## src/hdl/u16u8_pkg.sv

```systemverilog
// Shared types, constants and the code point encoder for the UTF-16 to UTF-8 transcoder.
// No dependencies; every other file of the block imports this package.
package u16u8_pkg;

    // Surrogate ranges and fixed code points
    localparam logic [15:0] HIGH_SURR_FIRST = 16'hD800;
    localparam logic [15:0] HIGH_SURR_LAST  = 16'hDBFF;
    localparam logic [15:0] LOW_SURR_FIRST  = 16'hDC00;
    localparam logic [15:0] LOW_SURR_LAST   = 16'hDFFF;
    localparam logic [20:0] SUPP_BASE       = 21'h10000;
    localparam logic [20:0] MAX_ONE_BYTE    = 21'h00007F;
    localparam logic [20:0] MAX_TWO_BYTE    = 21'h0007FF;
    localparam logic [20:0] MAX_THREE_BYTE  = 21'h00FFFF;
    localparam logic [7:0]  LEAD_TWO        = 8'hC0;
    localparam logic [7:0]  LEAD_THREE      = 8'hE0;
    localparam logic [7:0]  LEAD_FOUR       = 8'hF0;
    localparam logic [7:0]  CONT_MARK       = 8'h80;

    // U+FFFD as UTF-8, first byte at index 0
    localparam logic [2:0][7:0] REPL_BYTES = {8'hBD, 8'hBF, 8'hEF};
    localparam logic [2:0]      REPL_LEN   = 3'd3;

    // Longest run of bytes one code unit can cause
    localparam int MAX_JOB_BYTES = 6;

    // Default depth of the queue between front and back
    localparam int QUEUE_DEPTH_DEFAULT = 2;

    // One encoded code point: up to four bytes, first at index 0
    typedef struct packed {
        logic [3:0][7:0] bytes;
        logic [2:0]      len;
    } u16u8_enc_t;

    // One unit's worth of output bytes, handed from front to back
    typedef struct packed {
        logic [MAX_JOB_BYTES-1:0][7:0] bytes;
        logic [MAX_JOB_BYTES-1:0]      repl_mask;
        logic [2:0]                    count;
    } u16u8_job_t;

    // Encode a code point of up to 21 bits as one to four UTF-8 bytes
    function automatic u16u8_enc_t encode_cp(input logic [20:0] cp);
        u16u8_enc_t e;
        e = '0;
        if (cp <= MAX_ONE_BYTE) begin
            e.bytes[0] = cp[7:0];
            e.len      = 3'd1;
        end
        else if (cp <= MAX_TWO_BYTE) begin
            e.bytes[0] = LEAD_TWO | {3'b000, cp[10:6]};
            e.bytes[1] = CONT_MARK | {2'b00, cp[5:0]};
            e.len      = 3'd2;
        end
        else if (cp <= MAX_THREE_BYTE) begin
            e.bytes[0] = LEAD_THREE | {4'b0000, cp[15:12]};
            e.bytes[1] = CONT_MARK | {2'b00, cp[11:6]};
            e.bytes[2] = CONT_MARK | {2'b00, cp[5:0]};
            e.len      = 3'd3;
        end
        else begin
            e.bytes[0] = LEAD_FOUR | {5'b00000, cp[20:18]};
            e.bytes[1] = CONT_MARK | {2'b00, cp[17:12]};
            e.bytes[2] = CONT_MARK | {2'b00, cp[11:6]};
            e.bytes[3] = CONT_MARK | {2'b00, cp[5:0]};
            e.len      = 3'd4;
        end
        return e;
    endfunction

endpackage

```

## src/hdl/u16u8_front.sv

```systemverilog
// Front end: accepts UTF-16 words, tracks a held high surrogate and builds byte jobs.
// Depends on u16u8_pkg.
module u16u8_front
    import u16u8_pkg::*;
(
    input  logic        clk,
    input  logic        rst_n,
    input  logic        in_valid,
    output logic        in_stall,
    input  logic [15:0] code_unit,
    input  logic        end_of_text,
    input  logic        q_full,
    output logic        q_push,
    output u16u8_job_t  q_job
);

    typedef enum logic [1:0] {
        SECOND_NONE,
        SECOND_PAIR,
        SECOND_REPL,
        SECOND_PLAIN
    } second_kind_t;

    logic        pending_reg, pending_next;
    logic [9:0]  held_reg, held_next;
    logic        is_high, is_low, accept, first_repl;
    second_kind_t second_kind;
    logic [20:0] pair_cp;
    u16u8_enc_t  enc2;
    logic [3:0][7:0] b2;
    logic [2:0]  n2;
    logic        r2;

    assign in_stall = q_full;
    assign accept   = in_valid && !q_full;

    // Classify the incoming word
    assign is_high = (code_unit >= HIGH_SURR_FIRST) && (code_unit <= HIGH_SURR_LAST);
    assign is_low  = (code_unit >= LOW_SURR_FIRST) && (code_unit <= LOW_SURR_LAST);
    assign pair_cp = SUPP_BASE + {1'b0, held_reg, code_unit[9:0]};

    // Decide what the word emits after any replacement for a held surrogate
    always_comb
    begin
        first_repl = pending_reg && !is_low;
        if (pending_reg && is_low) begin
            second_kind = SECOND_PAIR;
        end
        else if (is_high) begin
            second_kind = end_of_text ? SECOND_REPL : SECOND_NONE;
        end
        else if (is_low) begin
            second_kind = SECOND_REPL;
        end
        else begin
            second_kind = SECOND_PLAIN;
        end
    end

    // Encode the second part
    always_comb
    begin
        enc2 = encode_cp((second_kind == SECOND_PAIR) ? pair_cp : {5'b00000, code_unit});
        b2   = '0;
        n2   = 3'd0;
        r2   = 1'b0;
        unique case (second_kind)
            SECOND_NONE:
            begin
                n2 = 3'd0;
            end
            SECOND_REPL:
            begin
                b2[2:0] = REPL_BYTES;
                n2      = REPL_LEN;
                r2      = 1'b1;
            end
            SECOND_PAIR, SECOND_PLAIN:
            begin
                b2 = enc2.bytes;
                n2 = enc2.len;
            end
            default:
            begin
                n2 = 3'd0;
            end
        endcase
    end

    // Assemble the job: optional replacement first, then the second part
    always_comb
    begin
        q_job = '0;
        if (first_repl) begin
            for (int i = 0; i < 3; i++) begin
                q_job.bytes[i]     = REPL_BYTES[i];
                q_job.repl_mask[i] = 1'b1;
            end
            for (int i = 3; i < MAX_JOB_BYTES; i++) begin
                q_job.bytes[i]     = b2[i-3];
                q_job.repl_mask[i] = r2;
            end
            q_job.count = REPL_LEN + n2;
        end
        else begin
            for (int i = 0; i < 4; i++) begin
                q_job.bytes[i]     = b2[i];
                q_job.repl_mask[i] = r2;
            end
            q_job.count = n2;
        end
    end

    // Push only jobs that carry bytes
    assign q_push = accept && (q_job.count != 3'd0);

    // Hold or drop the high surrogate
    always_comb
    begin
        pending_next = pending_reg;
        held_next    = held_reg;
        if (accept) begin
            if (second_kind == SECOND_NONE) begin
                pending_next = 1'b1;
                held_next    = code_unit[9:0];
            end
            else begin
                pending_next = 1'b0;
                held_next    = '0;
            end
        end
    end

    always_ff @(posedge clk or negedge rst_n)
    begin
        if (!rst_n) begin
            pending_reg <= 1'b0;
            held_reg    <= '0;
        end
        else begin
            pending_reg <= pending_next;
            held_reg    <= held_next;
        end
    end

endmodule

```

## src/hdl/u16u8_queue.sv

```systemverilog
// Short queue of byte jobs between the front and back ends.
// Depends on u16u8_pkg.
module u16u8_queue
    import u16u8_pkg::*;
#(
    parameter int DEPTH = QUEUE_DEPTH_DEFAULT
)
(
    input  logic       clk,
    input  logic       rst_n,
    input  logic       push,
    input  u16u8_job_t push_job,
    output logic       full,
    input  logic       pop,
    output logic       head_valid,
    output u16u8_job_t head_job
);

    localparam int PTR_W = (DEPTH > 1) ? $clog2(DEPTH) : 1;
    localparam int CNT_W = $clog2(DEPTH + 1);
    localparam logic [PTR_W-1:0] LAST_PTR = PTR_W'(DEPTH - 1);
    localparam logic [CNT_W-1:0] FULL_CNT = CNT_W'(DEPTH);

    u16u8_job_t       entries_reg [DEPTH];
    logic [PTR_W-1:0] wr_ptr_reg, wr_ptr_next;
    logic [PTR_W-1:0] rd_ptr_reg, rd_ptr_next;
    logic [CNT_W-1:0] count_reg, count_next;
    logic             do_push, do_pop;

    assign full       = (count_reg == FULL_CNT);
    assign head_valid = (count_reg != '0);
    assign head_job   = entries_reg[rd_ptr_reg];
    assign do_push    = push && !full;
    assign do_pop     = pop && head_valid;

    // Advance pointers and fill level
    always_comb
    begin
        wr_ptr_next = wr_ptr_reg;
        rd_ptr_next = rd_ptr_reg;
        count_next  = count_reg;
        if (do_push) begin
            wr_ptr_next = (wr_ptr_reg == LAST_PTR) ? '0 : wr_ptr_reg + 1'b1;
        end
        if (do_pop) begin
            rd_ptr_next = (rd_ptr_reg == LAST_PTR) ? '0 : rd_ptr_reg + 1'b1;
        end
        if (do_push && !do_pop) begin
            count_next = count_reg + 1'b1;
        end
        else if (do_pop && !do_push) begin
            count_next = count_reg - 1'b1;
        end
    end

    always_ff @(posedge clk or negedge rst_n)
    begin
        if (!rst_n) begin
            wr_ptr_reg <= '0;
            rd_ptr_reg <= '0;
            count_reg  <= '0;
        end
        else begin
            wr_ptr_reg <= wr_ptr_next;
            rd_ptr_reg <= rd_ptr_next;
            count_reg  <= count_next;
        end
    end

    // Store the pushed job
    always_ff @(posedge clk)
    begin
        if (do_push) begin
            entries_reg[wr_ptr_reg] <= push_job;
        end
    end

endmodule

```

## src/hdl/u16u8_back.sv

```systemverilog
// Back end: walks a byte job one byte per cycle into the output register while out_stall is low.
// Depends on u16u8_pkg.
module u16u8_back
    import u16u8_pkg::*;
(
    input  logic       clk,
    input  logic       rst_n,
    input  logic       head_valid,
    input  u16u8_job_t head_job,
    output logic       pop,
    output logic       out_valid,
    input  logic       out_stall,
    output logic [7:0] out_byte,
    output logic       last_of_run,
    output logic       replaced
);

    u16u8_job_t job_reg, job_next;
    logic       busy_reg, busy_next;
    logic [2:0] idx_reg, idx_next;
    logic       ovalid_reg, ovalid_next;
    logic [7:0] obyte_reg, obyte_next;
    logic       olast_reg, olast_next;
    logic       orepl_reg, orepl_next;
    logic       advance, emitting, is_last;

    // The output register moves when empty or taken
    assign advance  = !ovalid_reg || !out_stall;
    assign emitting = advance && busy_reg;
    assign is_last  = (idx_reg == job_reg.count - 3'd1);
    assign pop      = head_valid && (!busy_reg || (emitting && is_last));

    // Step through the current job, load the next one
    always_comb
    begin
        job_next    = job_reg;
        busy_next   = busy_reg;
        idx_next    = idx_reg;
        ovalid_next = ovalid_reg;
        obyte_next  = obyte_reg;
        olast_next  = olast_reg;
        orepl_next  = orepl_reg;
        if (advance) begin
            ovalid_next = busy_reg;
            obyte_next  = job_reg.bytes[idx_reg];
            olast_next  = is_last;
            orepl_next  = job_reg.repl_mask[idx_reg];
        end
        if (emitting) begin
            idx_next = idx_reg + 3'd1;
            if (is_last) begin
                busy_next = 1'b0;
            end
        end
        if (pop) begin
            job_next  = head_job;
            busy_next = 1'b1;
            idx_next  = 3'd0;
        end
    end

    always_ff @(posedge clk or negedge rst_n)
    begin
        if (!rst_n) begin
            busy_reg   <= 1'b0;
            idx_reg    <= '0;
            ovalid_reg <= 1'b0;
        end
        else begin
            busy_reg   <= busy_next;
            idx_reg    <= idx_next;
            ovalid_reg <= ovalid_next;
        end
    end

    // Payload registers
    always_ff @(posedge clk)
    begin
        job_reg   <= job_next;
        obyte_reg <= obyte_next;
        olast_reg <= olast_next;
        orepl_reg <= orepl_next;
    end

    assign out_valid   = ovalid_reg;
    assign out_byte    = obyte_reg;
    assign last_of_run = olast_reg;
    assign replaced    = orepl_reg;

endmodule

```

## src/hdl/utf16_to_utf8_transcoder.sv

```systemverilog
// UTF-16 to UTF-8 transcoder, top level.
// Input channel: in_valid / in_stall with code_unit and end_of_text, one UTF-16
//   word per accepted cycle. A word is taken whenever the job queue has room,
//   so words enter back to back while earlier bytes are still going out.
// Output channel: out_valid / out_stall with out_byte, last_of_run and replaced,
//   one UTF-8 byte per cycle unless stalled. last_of_run marks the final byte a word caused.
// A high surrogate with no end_of_text produces nothing until the next word;
//   bad surrogates come out as EF BF BD with replaced set.
// With the queue and back end idle, the first byte of a word passes through a queue
//   entry, the back end's job register and the output register before out_valid
//   rises. Throughput: one output byte per cycle while out_stall is low, set by
//   the byte sequencer in the back end.
// When the receiver stalls, the output byte holds; the queue fills and then
//   in_stall rises. Reset clears the held surrogate, the queue and the output.
// Depends on u16u8_pkg, u16u8_front, u16u8_queue, u16u8_back.
module utf16_to_utf8_transcoder
    import u16u8_pkg::*;
#(
    parameter int QUEUE_DEPTH = QUEUE_DEPTH_DEFAULT
)
(
    input  logic        clk,
    input  logic        rst_n,
    input  logic        in_valid,
    output logic        in_stall,
    input  logic [15:0] code_unit,
    input  logic        end_of_text,
    output logic        out_valid,
    input  logic        out_stall,
    output logic [7:0]  out_byte,
    output logic        last_of_run,
    output logic        replaced
);

    u16u8_job_t push_job, head_job;
    logic       push, full, pop, head_valid;

    // Classify words and build jobs
    u16u8_front u_front (
        .clk         (clk),
        .rst_n       (rst_n),
        .in_valid    (in_valid),
        .in_stall    (in_stall),
        .code_unit   (code_unit),
        .end_of_text (end_of_text),
        .q_full      (full),
        .q_push      (push),
        .q_job       (push_job)
    );

    // Decouple front and back
    u16u8_queue #(
        .DEPTH (QUEUE_DEPTH)
    ) u_queue (
        .clk        (clk),
        .rst_n      (rst_n),
        .push       (push),
        .push_job   (push_job),
        .full       (full),
        .pop        (pop),
        .head_valid (head_valid),
        .head_job   (head_job)
    );

    // Emit bytes
    u16u8_back u_back (
        .clk         (clk),
        .rst_n       (rst_n),
        .head_valid  (head_valid),
        .head_job    (head_job),
        .pop         (pop),
        .out_valid   (out_valid),
        .out_stall   (out_stall),
        .out_byte    (out_byte),
        .last_of_run (last_of_run),
        .replaced    (replaced)
    );

endmodule
```

## config.mk

```make
export PLATFORM = sky130hd
export DESIGN_NAME = utf16_to_utf8_transcoder
export DESIGN_NICKNAME = d
export VERILOG_FILES = /design/src/hdl/u16u8_pkg.sv /design/src/hdl/u16u8_front.sv /design/src/hdl/u16u8_queue.sv /design/src/hdl/u16u8_back.sv /design/src/hdl/utf16_to_utf8_transcoder.sv
export SDC_FILE = /design/constraint.sdc
export NUM_CORES = 1
export LEC_CHECK = 0
export BUFFER_PORTS_ARGS = -buffer_cell sky130_fd_sc_hd__buf_2
export CORE_MARGIN = 4
export CORE_UTILIZATION = 60
export DETAILED_ROUTE_END_ITERATION = 10
export GPL_TIMING_DRIVEN = 0
export PLACE_DENSITY = 0.78
export SYNTH_ARGS = -nofsm -noshare
export SYNTH_HDL_FRONTEND = slang
export SYNTH_SLANG_ARGS = --single-unit
```

## constraint.sdc

```tcl
create_clock -name clk -period 4.7 [get_ports clk]
set_clock_uncertainty 0.15 [all_clocks]
set_input_delay 0 -clock clk [delete_from_list [all_inputs] [get_ports clk]]
set_output_delay 0 -clock clk [all_outputs]
set_load 0.01 [all_outputs]
```

# Yosys cells after proc, flatten, opt, wreduce, memory -nomap -nowiden
# Memories as Yosys holds them, arrays and structs flattened. A register that Yosys moved wholly into a read port is not among the register bits.
# Index checks and enable logic that the tools add are counted.
word_totals:
  ff_bits: 30
  ram_bits: 114
  input_bits: 21
  output_inout_bits: 12
  word_cells: 101
  n_memories: 1
memory_table:
  columns: ["name", "depth", "width", "read_ports", "rd_ports_with_merged_regs", "write_ports", "line_no", "source"]
  rows:
  - ["u_queue.entries_reg", 2, 57, 1, 1, 1, "u16u8_queue.sv:24", "u16u8_job_t entries_reg [DEPTH];"]
classes:
  add_sub_neg: 8
  magnitude_cmp: 8
  n_eq_ne: 5
  muxes: 38
  reduce_logical: 30
op_table:
  columns: ["operator", "n"]
  rows:
  - ["$mux W27", 2]
  - ["$pmux W24 S2", 1]
  - ["$ge A16 B16 Y1 const B", 2]
  - ["$le A16 B16 Y1 const B", 2]
  - ["$mux W16", 2]
  - ["$mux W32", 1]
  - ["$mux W25", 1]
  - ["$bmux W8 S3", 1]
  - ["$mux W24", 1]
  - ["$mux W8", 3]
  - ["$add A17 B20 Y21 const A", 1]
  - ["$le A21 B11 Y1 const B", 1]
  - ["$le A21 B16 Y1 const B", 1]
  - ["$le A21 B7 Y1 const B", 1]
  - ["$mux W21", 1]
  - ["$mux W19", 1]
  - ["$logic_and A1 B1 Y1", 13]
  - ["$mux W2", 6]
  - ["$mux W1", 11]
  - ["$mux W11", 1]
  - ["$mux W10", 1]
  - ["$pmux W3 S3", 1]
  - ["$reduce_bool A2 Y1", 4]
  - ["$logic_not A1 Y1", 7]
  - ["other kinds (18)", 23]

# Longest topological paths before layout
logic_depth:
  word_depth: 23
  ltp_mapped: 11
  ltp_nobuf: 10

# By module
# A second synthesis with hierarchy kept.
hier_totals:
  hier_cells: 570
  hier_area_um2: 8788.4
by_module_without_submodules:
  columns: ["mod", "n_inst", "cells_each", "area_per_inst_um2", "seq_area_each_um2"]
  rows:
  - ["u16u8_queue", 1, 196, 4386.7, 3523.4]
  - ["u16u8_back", 1, 141, 2781.4, 2137.0]
  - ["u16u8_front", 1, 233, 1620.3, 275.3]

# Least setup slack after synthesis
# No wires, ideal clock.
synth_timing:
  path_kind: "reg2reg"
  from: "register u_front.pending_reg"
  to: "memory u_queue.entries_reg[0][0] (netlist bit), enable pin"
  setup_ns: 0.464
  arrival_time_ns: 3.677
  required_time_ns: 4.086
  path_slack_ns: 0.409
  path_stages_with_launch: 8
  path_buffers: 1
  synth_period_minus_slack_ns: 4.291
  path_cell_list: "dfrtp_1 buf_2 nand2_1 o211ai_1 clkinv_1 nor2_1 a21oi_1 nor2b_1"
synth_via:
  elab_chain_len: 18
  elab_cells_between_ends: 25
  classes_between: "add/sub (1); order compare (3); eq/ne (3); mux (11); reduce/logical (7)"
synth_rtl:
  columns: ["element", "line_no", "source"]
  rows:
  - ["from (decl)", "u16u8_front.sv:24", "logic pending_reg, pending_next;"]
  - ["from (signal assigned)", "u16u8_front.sv:141", "pending_reg <= pending_next;"]
  - ["$logic_and A1 B1 Y1", "u16u8_front.sv:46", "if (pending_reg && is_low) begin"]
  - ["$mux W2", "u16u8_front.sv:46", null]
  - ["$eq A2 B1 Y1", "u16u8_front.sv:63, u16u8_front.sv:67", null]
  - ["$mux W21", "u16u8_front.sv:63", "enc2 = encode_cp((second_kind == SECOND_PAIR) ? pair_cp : {5'b00000, code_unit});"]
  - ["$le A21 B16 Y1", "u16u8_pkg.sv:55", "else if (cp <= MAX_THREE_BYTE) begin"]
  - ["$mux W25", "u16u8_pkg.sv:55", null]
  - ["$mux W27", "u16u8_pkg.sv:50", "else if (cp <= MAX_TWO_BYTE) begin"]
  - ["$mux W27", "u16u8_pkg.sv:46", "if (cp <= MAX_ONE_BYTE) begin"]
  - ["[3 not listed]", null, null]
  - ["$add A2 B3 Y3", "u16u8_front.sv:103", "q_job.count = REPL_LEN + n2;"]
  - ["$mux W6 *", "u16u8_front.sv:94", "if (first_repl) begin"]
  - ["$reduce_bool A3 Y1 *", "u16u8_front.sv:115", "assign q_push = accept && (q_job.count != 3'd0);"]
  - ["$logic_and A1 B1 Y1 *", "u16u8_front.sv:115", null]
  - ["$logic_and A1 B1 Y1 *", "u16u8_queue.sv:33", "assign do_push = push && !full;"]
  - ["net u_queue.do_push", "u16u8_queue.sv:28", "logic do_push, do_pop;"]
  - ["$mux W1 *", "u16u8_queue.sv:73", "if (do_push) begin"]
  - ["$mux W1 (implied by the code) *", "u16u8_queue.sv:74", "entries_reg[wr_ptr_reg] <= push_job;"]
  - ["to (decl)", "u16u8_queue.sv:24", null]
# The timed path passes the listed nets; every way through them passes the cells marked *. The select of a mux whose other input is x is not followed.

# Worst setup path after layout
layout_timing:
  from: "register u_front.pending_reg"
  to: "memory u_queue.entries_reg[0][36] (netlist bit), enable pin"
# The elaborated chain is that of the path after synthesis.

==> metrics.txt <==
Initial Utilization=61.6%; # resized after CTS=0; CTS sink count=180; cell count of the worst hold path=3; worst hold path type=primary input to flop; 1st-iter DRT viols=~540; total power=0.00508 W; CTS Buf Count=17; clock power share=27.8%; crit-path cells=buf_2 -> nand2_1 -> o211ai_1 -> clkinv_1 -> nor2_1 -> a21oi_1 -> nor2b_4 -> buf_12; RSZ-0062 raised after global routing=no; total of warnings raised by yosys=0; FMAX=around 290 MHz; Worst setup SP type=flop; Storage cell area=5310 sq um; Worst-Skew Late Latency=0.43 ns; Post-Syn Nets=563; global route overflow=0; CTS tree=built; sw power=0.00145 W; Pwr Density=561 nW/um^2; Setup crit end kind=flop; Row Count=41; Critical Path RT=approximately 4.7 ns; Die ar.=15000 sq um; number of nets still failing antenna checks after routing=0; commonest non-fill, non-tap cells in the layout=160 x edfxtp_1, 50 x mux2_2, 46 x nand2_1, 35 x buf_2, 30 x o21ai_0; core box area=12700 sq um; final setup violation count=0; CTS root buffer=clkbuf_16; fin cells=794; Hold-fix buffers, CTS=18; Pre-Repair DR Iteration Count=5; Synth Area in XOR/XNOR=under 10%; Pint=0.00363 W; largest cells by area after synthesis=edfxtp_1 61%, mux2_2 7.2%, dfrtp_1 6.4%; Fin. Hold Viols=0; Boundary Pins=33; DP Area=between 8000 and 9000 sq um; post-CTS setup buffers=0; initial antenna violation count=0; leakage=3.33 nW; Critical Path AT=3.48 ns; CP Max Fanout=28; R2R depth=8; Sw Share=between 20 and 30%; vias per cell=6.22; Tot GR Track Use=25.7%; diodes inserted=0; Flop pwr share=47.1%; Post-synth EDFFs=160; minimum clock period=3.51 ns; post-synthesis adder-cell area fraction=0.638%; dpl hpwl=12.5 mm; fin. max-slew vios=0; Inst Count DP=744; Synth Area in Compound Gates=roughly 9.8%; first-pass GRT wire length=28.0 mm; Clock Path Buffers=2; Die Span Y=122 microns; wire per inst=22.7 microns; Synth Area per Inst=14.6 sq um; share of the synthesized area in the top cell type=61.3%; largest net degree at the start of global routing=44; worst vdd ir=between 0.2 and 0.3 mV; Largest register FFs=100; vias=4937; Reg clk slew, reported paths=0.06 ns; Yosys reg bits=180; post-synthesis mux area share=approximately 11%; commonest non-fill, non-tap cell in the layout=edfxtp_1; filler cell count=869; top_reg_cell synth=edfxtp_1; multi-input logic area=2350 sq um; async set or reset register ratio after synthesis=11.1%; # Max-Cap Violations=0; GPL Wtd Cong=0.980; setup TNS=0 ns; Post-Route WL=about 18 mm; layout cells sized above 1=a little under a quarter; # port buffers=31; sequential area share after synthesis=67.6%; Residual DRC=0; slowest cell delay on critical path=0.74 ns; Mapped Area=7840 sq um; Gate Count Post-Synth=538; Final Cell Area=9060 sq um; Max H-tree Level=4; largest family of logic cells by synthesized area=multiplexers; P&R area growth vs syn=15.5%; CP max-delay cell=nor2b_4; fin nets=634; Comb pwr share=25.1%; area leader, netlist=edfxtp_1; final worst setup slack=1.19 ns; relative slew slack=34.3%; status=finished clean; Die Width=122 microns; vias in the first global route=5102; CP Class=flop to flop; Yosys cell types=69; pin slew with the least headroom to its limit=0.985 ns; period utilization=about three quarters; simple-gate share of the synthesized area=7.18%; Setup WS pre-CTS=1.22 ns
==> worst max-delay path, delay by kind of cell, from the launching register on <==
kind,cells,cell delay [ns]
AND/OR/NAND/NOR,3,1.02
buffers and inverters,3,0.83
AO/OA/AOI/OAI,2,0.76
flip-flops,1,0.41
==> synth_stat cells (4+ instances only) <==
master,instances
edfxtp_1,160
mux2_2,50
nand2_1,46
o21ai_0,30
inv_1,22
nor2_1,21
dfrtp_1,20
a21oi_1,18
clkbuf_1,14
mux2i_1,11
nand3_1,10
o21ai_1,9
o22ai_1,8
mux4_2,7
xor2_1,7
a22oi_1,6
o31ai_1,6
and2_1,5
nor3_1,5
a21o_1,4
buf_2,4
ha_1,4
nand2b_1,4
==> layer usage <==
metal | wire length [microns] | share of wire [%] | up-vias | GRT usage, %
li1 | - | - | 2213 | -
met1 | 7580 | 42 | 2458 | 34.2
met2 | 8900 | 49 | 215 | 42.0
met3 | 1060 | 5.9 | 51 | 5.21
met4 | 492 | 2.7 | 0 | 10.2
met5 | 0 | 0 | - | 0
==> path summary, 6_finish.rpt <==
| kind | slack [ns] | end | from |
|---|---|---|---|
| setup reg to reg | 1.19 | u_queue.entries_reg[0][36]$_DFFE_PP_ | u_front.pending_reg$_DFFE_PN0P_ |
| hold / removal | 0.04 | u_queue.entries_reg[1][17]$_DFFE_PP_ | code_unit[12] |
| hold reg to reg | 0.36 | u_front.held_reg[4]$_DFFE_PN0P_ | u_front.held_reg[4]$_DFFE_PN0P_ |
| min in group asynchronous | 0.44 | u_front.held_reg[3]$_DFFE_PN0P_ | rst_n |
| max in group asynchronous | 3.80 | u_back.idx_reg[1]$_DFFE_PN0P_ | rst_n |
| setup / recovery | 1.19 | u_queue.entries_reg[0][36]$_DFFE_PP_ | u_front.pending_reg$_DFFE_PN0P_ |
==> metrics by stage <==
step                      hold WS (ns)  utilization, %
after floorplan                 -0.446               -
after global placement          -0.138            64.6
after detailed placement        -0.125            65.1
after CTS                      0.00445            71.2
after global routing            0.0276            71.2
final                           0.0360            71.2
==> layout make-up <==
cell class	instances	area share, %
Buffer	24	1.26
Timing Repair Buffer	52	4.47
Tap cell	172	2.38
Inverter	23	0.953
Sequential cell	180	58.6
Clock buffer	18	4.74
Multi-Input combinational cell	311	25.9
Clock inverter	14	1.75
==> power by group through the flow <==
stage,Combinational [W],Sequential (W),Clock [W]
3_3_place_gp,0.00117,0.00243,0
6_report,0.00127,0.00239,0.00141
5_1_grt,0.00138,0.00242,0.00150
4_1_cts,0.00128,0.00239,0.00142
2_1_floorplan,0.000838,0.00241,0
3_5_place_dp,0.00126,0.00242,0
==> cells by family (layout without fill, tap and decap cells) <==
| kind of cell | Yosys count | in the layout |
|---|---|---|
| AND/OR/NAND/NOR | 113 | 113 |
| buffers and inverters | 47 | 131 |
| adder cells (fa/ha/maj) | 4 | 4 |
| flip-flops | 180 | 180 |
| XOR/XNOR | 11 | 11 |
| multiplexers | 69 | 69 |
| AO/OA/AOI/OAI | 114 | 114 |
Power figures use the tool's default switching activity.
